===== src/rtl/ocb_pkg.sv =====
// ----------------------------------------------------------------------------
// ocb_pkg: shared constants of the octree node builder
// Key layout, field widths and the prefix helper used by the builder and its
// divider.
// ----------------------------------------------------------------------------
package ocb_pkg;

    localparam int TREE_DEPTH = 10;
    localparam int LEVEL_BITS = 3;
    localparam int KEY_W      = 30;
    localparam int LVL_W      = 4;
    localparam int POS_W      = 32;
    localparam int MASS_IN_W  = 16;
    localparam int IDX_W      = 16;
    localparam int SUM_W      = 64;
    localparam int MASS_W     = 32;
    localparam int COUNT_W    = 17;
    localparam int LIMIT_W    = 8;

    localparam logic [LVL_W-1:0]   LVL_LAST  = LVL_W'(TREE_DEPTH - 1);
    localparam logic [LVL_W-1:0]   LVL_NONE  = LVL_W'(TREE_DEPTH);
    localparam logic [COUNT_W-1:0] COUNT_MAX = '1;
    localparam logic [LIMIT_W-1:0] LIMIT_RST = LIMIT_W'(8);

    // Key prefix of a level, level 0 is the coarsest.
    function automatic logic [KEY_W-1:0] prefix_at(input logic [KEY_W-1:0] key,
                                                    input logic [LVL_W-1:0] lvl);
        logic [LVL_W-1:0] up;
        up = LVL_LAST - lvl;
        return key >> (LEVEL_BITS * int'(up));
    endfunction

endpackage


===== src/rtl/ocb_div.sv =====
// ----------------------------------------------------------------------------
// ocb_div: iterative unsigned divider
// Restoring division of a 64-bit magnitude by a 32-bit mass, one quotient bit
// per cycle; done pulses high for a single cycle once the last bit is shifted in.
// ----------------------------------------------------------------------------
module ocb_div (
    input  logic                        i_clk,
    input  logic                        i_rst_n,
    input  logic                        i_start,
    input  logic [ocb_pkg::SUM_W-1:0]   i_dividend,
    input  logic [ocb_pkg::MASS_W-1:0]  i_divisor,
    output logic                        o_done,
    output logic [ocb_pkg::SUM_W-1:0]   o_quot
);

    logic                       r_busy;
    logic                       r_done;
    logic [5:0]                 r_cnt;
    logic [ocb_pkg::MASS_W-1:0] r_rem;
    logic [ocb_pkg::MASS_W-1:0] r_div;
    logic [ocb_pkg::SUM_W-1:0]  r_quot;
    logic [ocb_pkg::MASS_W:0]   n_trial;
    logic [ocb_pkg::MASS_W:0]   n_diff;
    logic                       n_bit;

    always_comb begin
        n_trial = {r_rem, r_quot[ocb_pkg::SUM_W-1]};
        n_diff  = n_trial - {1'b0, r_div};
        n_bit   = !n_diff[ocb_pkg::MASS_W];
    end

    always_ff @(posedge i_clk) begin
        if (!i_rst_n) begin
            r_busy <= 1'b0;
            r_done <= 1'b0;
            r_cnt  <= '0;
        end else begin
            r_done <= 1'b0;
            if (i_start) begin
                r_busy <= 1'b1;
                r_cnt  <= '1;
            end else if (r_busy) begin
                r_cnt <= r_cnt - 6'd1;
                if (r_cnt == '0) begin
                    r_busy <= 1'b0;
                    r_done <= 1'b1;
                end
            end
        end
    end

    always_ff @(posedge i_clk) begin
        if (i_start) begin
            r_rem  <= '0;
            r_div  <= i_divisor;
            r_quot <= i_dividend;
        end else if (r_busy) begin
            // keep the partial remainder when the trial goes negative
            r_rem  <= n_bit ? n_diff[ocb_pkg::MASS_W-1:0] : n_trial[ocb_pkg::MASS_W-1:0];
            r_quot <= {r_quot[ocb_pkg::SUM_W-2:0], n_bit};
        end
    end

    assign o_done = r_done;
    assign o_quot = r_quot;

endmodule


===== config.mk =====
export PLATFORM = sky130hd
export DESIGN_NAME = ocb_div
export DESIGN_NICKNAME = d
export VERILOG_FILES = /design/src/rtl/ocb_pkg.sv /design/src/rtl/ocb_div.sv
export SDC_FILE = /design/constraint.sdc
export NUM_CORES = 1
export LEC_CHECK = 0
export BUFFER_PORTS_ARGS = -buffer_cell sky130_fd_sc_hd__buf_2
export CAP_MARGIN = 20
export CELL_PAD_IN_SITES_DETAIL_PLACEMENT = 0
export CELL_PAD_IN_SITES_GLOBAL_PLACEMENT = 1
export CORE_ASPECT_RATIO = 0.6
export CORE_UTILIZATION = 39
export DETAILED_ROUTE_END_ITERATION = 10
export PLACE_DENSITY = 0.85
export SETUP_SLACK_MARGIN = 0.02
export SLEW_MARGIN = 20
export SYNTH_ARGS = -nofsm -noshare
export SYNTH_HDL_FRONTEND = slang
export SYNTH_SLANG_ARGS = --single-unit

===== constraint.sdc =====
create_clock -name i_clk -period 2.8 [get_ports i_clk]
set_clock_uncertainty 0.05 [all_clocks]
set_input_delay 0.28 -clock i_clk [delete_from_list [all_inputs] [get_ports i_clk]]
set_output_delay 0.28 -clock i_clk [all_outputs]
set_load 0.01 [all_outputs]

== Word-level counts from Yosys, hierarchy flattened ==
Index checks and enable logic that the tools add are counted.

* Register bits after elaboration: 136
* Latch bits: 0
* Bits in writable memories: 0
* Bits in read-only memories: 0
* Bits of input ports: 99
* Output and inout port bits: 65
* Logic and storage cells: 23
* Memories kept: 0

* Add/sub/neg operators: 2
* Multiply operators: 0
* Divide/modulo/power cells: 0
* Magnitude comparators: 0
* Equal/unequal tests: 0
* Shift operators: 0
* Mux-type cells: 9
* Bitwise logic cells: 2
* Reduce and logical (&&, ||, !) cells: 4

{| class="wikitable"
|+ Operators with widths
! kind !! number
|-
| two-way mux 64 bit || 2
|-
| subtractor 33 x 32 -> 33 bit || 1
|-
| two-way mux 32 bit || 1
|-
| two-way mux 6 bit || 2
|-
| zero test 6 bit || 1
|-
| subtractor 6 x 1 -> 6 bit, second input constant || 1
|-
| two-way mux 1 bit || 4
|-
| OR reduction 3 bit || 1
|-
| NOT 1 bit || 2
|-
| nonzero test 2 bit || 1
|-
| zero test 1 bit || 1
|}

== Depth between registers and ports, before layout ==
* Word-level depth: 4
* Depth in mapped cells: 15
* Depth with buffers taken out: 13

== Worst setup path before layout ==
No wires, ideal clock.

* Path type: register -> register
* Start point: register r_quot (netlist bit o_quot[63])
* End point: register r_rem[20] (netlist name)
* Arrival time: 2,825 ps
* Required time: 2,614 ps
* Setup slack: -211 ps
* Cell stages (with the launch flop): 15
* Path buffers: 1
* Clock period less this slack: 3,011 ps
* Path through: edfxtp_1 -> inv_1 -> ha_1 -> fa_1 -> nor2b_1 -> o31ai_1 -> a21oi_1 -> nor3_4 -> o21ai_2 -> a41o_4 -> xnor2_2 -> buf_6 -> mux2_1 -> mux2i_1 -> nor2_1

* Cells in the longest elaborated chain, start to end: 2

{| class="wikitable"
|+ RTL lines
! what !! RTL line !! source
|-
| start, declared || ocb_div.sv:21 || <nowiki>logic [ocb_pkg::SUM_W-1:0] r_quot;</nowiki>
|-
| start signal, assigned || ocb_div.sv:56 || <nowiki>r_quot <= i_dividend;</nowiki>
|-
| start signal, assigned || ocb_div.sv:60 || <nowiki>r_quot <= {r_quot[ocb_pkg::SUM_W-2:0], n_bit};</nowiki>
|-
| subtractor 33 x 32 -> 33 bit || ocb_div.sv:28 || <nowiki>n_diff = n_trial - {1'b0, r_div};</nowiki>
|-
| two-way mux 32 bit || ocb_div.sv:59 || <nowiki>r_rem <= n_bit ? n_diff[ocb_pkg::MASS_W-1:0] : n_trial[ocb_pkg::MASS_W-1:0];</nowiki>
|-
| end signal, assigned || ocb_div.sv:59 ||
|-
| end, declared || ocb_div.sv:19 || <nowiki>logic [ocb_pkg::MASS_W-1:0] r_rem;</nowiki>
|}

Every way passes these cells.
A chain may end at the register's enable or synchronous reset.

== Final worst setup path ==
* Start point: register r_div[16] (netlist name)
* End point: register r_rem[24] (netlist name)

* Cells in the longest elaborated chain, start to end: 2

{| class="wikitable"
|+ RTL lines
! what !! RTL line !! source
|-
| start, declared || ocb_div.sv:20 || <nowiki>logic [ocb_pkg::MASS_W-1:0] r_div;</nowiki>
|-
| start signal, assigned || ocb_div.sv:55 || <nowiki>r_div <= i_divisor;</nowiki>
|-
| subtractor 33 x 32 -> 33 bit || ocb_div.sv:28 ||
|-
| two-way mux 32 bit || ocb_div.sv:59 ||
|}

Every way passes these cells.

==> impl_metrics.tcl <==
set metrics [dict create \
    reg2regPathDepth 16 \
    mostFrequentLayoutCell "buf_2" \
    cp.arrival_ns 3.21 \
    totalNegativeSetupSlack_ns -4.368 \
    core.rowCount 38 \
    critical_path.reg2reg.startpoint "r_div[16]" \
    setup_slack_ns -0.1908 \
    place_worst_setup_slack_ns -0.4291 \
    initial_core_util_pct 40.06 \
    synth_sequential_area_ratio_pct 50.63 \
    synth_enable_flop_cells 96 \
    fillCellCount 1538 \
    layout.nets 1064 \
    postSynthRegisterBits 136 \
    worst-path-max-fanout 3 \
    hpwl_dp_mm 13.16 \
    area_growth_syn_to_layout_pct 43.39 \
    die_area_sq_um 19220 \
    dp_cells 1108 \
    clock_insertion_delay_worst_skew_ns 0.42 \
    endpoint_kind "flop" \
    synth_warnings 0 \
    synth_async_sr_flop_share_pct 0 \
    critical_path.reg2reg.endpoint "r_rem[24]" \
    critPathKind "flop to flop" \
    critical_path.startpoint_type "flop" \
    dr_total_vias 5835 \
    dr.pass1.iters 5 \
    worstMarginPinSlew_ns 0.8454 \
    die_w_um 178.3 \
    hold_path.class "input port to flop" \
    wire_per_inst_um 16.27 \
    hold-path-endpoint "o_quot[0]" \
    routabilityCongestion 0.8798 \
    antenna_found_initial 0 \
    dieHeight_um 107.8 \
    drc 0 \
    clockBufferDepth 2 \
    synthFlopType "edfxtp_1" \
    worstHoldPathCells 3 \
    layout_min_cycle_time_ns 2.991 \
    io_pins 164 \
    io_buffers 163 \
    p_leak_nw 4.486 \
    antenna_violating_nets_post_route 0 \
    gr-usage-all-layers_pct 20.38 \
    grt_max_degree 80 \
    synth.avg_cell_area_sq_um 11.28 \
    grt.overflow.total 0 \
    first_iter_violations 398 \
    p_total_w 0.006314 \
    cts_tree "done" \
    h-tree-depth 4 \
    period_share_pct 106.8 \
    clk_pin_slew_ns 0.06 \
    post_synth_inst_count 645 \
    maxCapViolations 0 \
    mappedNetlistArea_sq_um 7276 \
    grt_pass1_vias 5692 \
    setup.reg_to_reg.worst_slack_ns -0.19 \
    worst_ep_required_time_ns 3.02 \
    slew_headroom_pct 43.64 \
    routed_wl_mm 19.25 \
    placed_cell_area_sq_um 8970 \
    cts_root_buf "clkbuf_16" \
    average_via_count_per_standard_cell 4.932 \
    layout_cells_sized_above_1_pct 47.93 \
    maximum_resistive_drop_on_vdd_v 0.0004008 \
    powerDensity_nw_per_um2 605.2 \
    report.final.setup_viol 33 \
    synth_cell_types 63 \
    grt_first_pass_wirelength_mm 29.97 \
    coreArea_sq_um 18160 \
    stdcell_area_sq_um 10430 \
    layout.cells.most_common_list "buf_2 (162), edfxtp_1 (96), buf_4 (87)" \
    failed_checks "negative setup slack" \
    drv_slew 0 \
    cts_num_sinks 136 \
    final_cells 1183 \
    cts_made_buffers 17 \
    rsz0062_at_grt "yes" \
    synth_fp_nets 779 \
    status "complete, but fails checks" \
    maxClockFrequency_mhz 334.4 \
    hold_viol 0 \
    hold_path.startpoint "i_dividend[0]" \
    antenna_cells_inserted 0 \
]
## metrics by stage
step                util (%)  hold WS, ns
global route           57.44      0.09614
global placement       49.39       0.4067
CTS                    56.60      0.09037
detailed placement     49.39       0.4081
finish                 57.44       0.1030
floorplan                  -       0.3289
## layer usage
metal	global-route usage, %	vias to the layer above	wire [um]
met2	29.10	115	8346
met4	4.600	0	130
met3	4.379	13	831
met5	0	-	0
li1	-	2931	-
met1	30.92	2776	9938
## kinds of logic (layout without fill, tap and decap cells)
group | Yosys count | after routing | share of synthesized area (%)
muxes | 70 | 70 | 10.75
and+or+nand+nor | 150 | 150 | 9.699
buffers and inverters | 74 | 372 | 4.488
adders and majority gates | 35 | 35 | 6.122
xor gates and xnor gates | 33 | 33 | 4.076
DFF | 136 | 136 | 50.63
AOI/OAI and AO/OA | 147 | 147 | 14.24
## cell type report
cell class                      count  area, sq um  area share [%]
Clock buffer                       17        425.4           4.078
Clock inverter                     15        175.2           1.679
Inverter                           42        157.7           1.511
Multi-Input combinational cell    435         3649           34.97
Sequential cell                   136         3685           35.32
Tap cell                          240        300.3           2.878
Timing Repair Buffer              298         2041           19.56
## power breakdown
part           total [W]  internal [W]  switching (W)
sequential       0.00247       0.00237      0.0000998
clock            0.00232       0.00140       0.000919
combinational    0.00152      0.000763       0.000758
## cells in the mapped netlist (3+ instances only)
| library cell | number | area (sq um) |
|---|---|---|
| nand2b_1 | 6 | 37.54 |
| or3_1 | 3 | 18.77 |
| a21boi_0 | 3 | 22.52 |
| o221ai_1 | 3 | 26.28 |
| mux2_2 | 63 | 709.4 |
| buf_4 | 4 | 30.03 |
| buf_6 | 4 | 45.04 |
| dfxtp_1 | 40 | 800.8 |
| edfxtp_1 | 96 | 2883 |
| xor2_1 | 18 | 157.7 |
| nand4_1 | 4 | 25.02 |
| o21ai_0 | 18 | 90.09 |
| a211oi_2 | 13 | 162.7 |
| nand3_1 | 6 | 30.03 |
| a31oi_1 | 4 | 25.02 |
| a21o_1 | 15 | 112.6 |
| o21a_1 | 5 | 37.54 |
| clkbuf_1 | 19 | 71.32 |
| ha_1 | 34 | 425.4 |
| nand4b_1 | 3 | 26.28 |
| xnor2_1 | 14 | 122.6 |
| nor2b_1 | 7 | 43.79 |
| and3_1 | 3 | 18.77 |
| or2_2 | 3 | 18.77 |
| a221oi_1 | 3 | 26.28 |
| nor2_1 | 71 | 266.5 |
| inv_1 | 42 | 157.7 |
| mux2i_1 | 5 | 50.05 |
| nand2_1 | 28 | 105.1 |
| o21ai_1 | 3 | 15.01 |
| nor3_1 | 7 | 35.03 |
| a211oi_1 | 9 | 67.56 |
| a21oi_1 | 49 | 245.2 |
## worst max path at each step
stage                     from         to  slack, ns  cells after the start
detailed placement  o_quot[63]  r_rem[23]      -0.43                     15
CTS                  r_div[16]  r_rem[31]      -0.16                     13
floorplan           o_quot[63]  r_rem[20]      -0.04                     14
global route        o_quot[63]   r_rem[1]      -0.34                     16
finish               r_div[16]  r_rem[24]      -0.19                     16
global placement    o_quot[63]  r_rem[23]      -0.48                     15
## critical path, cell delays in order, from the launching register on
cell      delay [ns]
edfxtp_1        0.34
inv_2           0.05
ha_4            0.27
buf_4           0.11
nand2_1         0.11
a211oi_2        0.19
nor2_1          0.08
or3_1           0.36
o21ai_2         0.22
a41o_4          0.28
xnor2_4         0.14
buf_6           0.15
buf_6           0.10
buf_6           0.11
nor2_4          0.03
a21oi_2         0.14
a211oi_2        0.09
## sequential cells by signal, summed over array words and instances, names as in the netlist
register  flops
o_done        1
r_busy        1
r_div        32
o_quot       64
r_rem        32
r_cnt         6
## what timing repair did
| item | 4_1_cts | 5_1_grt |
|---|---|---|
| resized for setup | 70 | 33 |
| setup endpoints to repair | 33 | 33 |
| buffers inserted | 7 | 3 |
| hold buffers | 32 | 0 |
| endpoints found under the hold margin | 32 | 0 |
| pin swaps | 39 | 21 |
| cloned | 2 | 0 |
(Power assumes the default switching activity.)
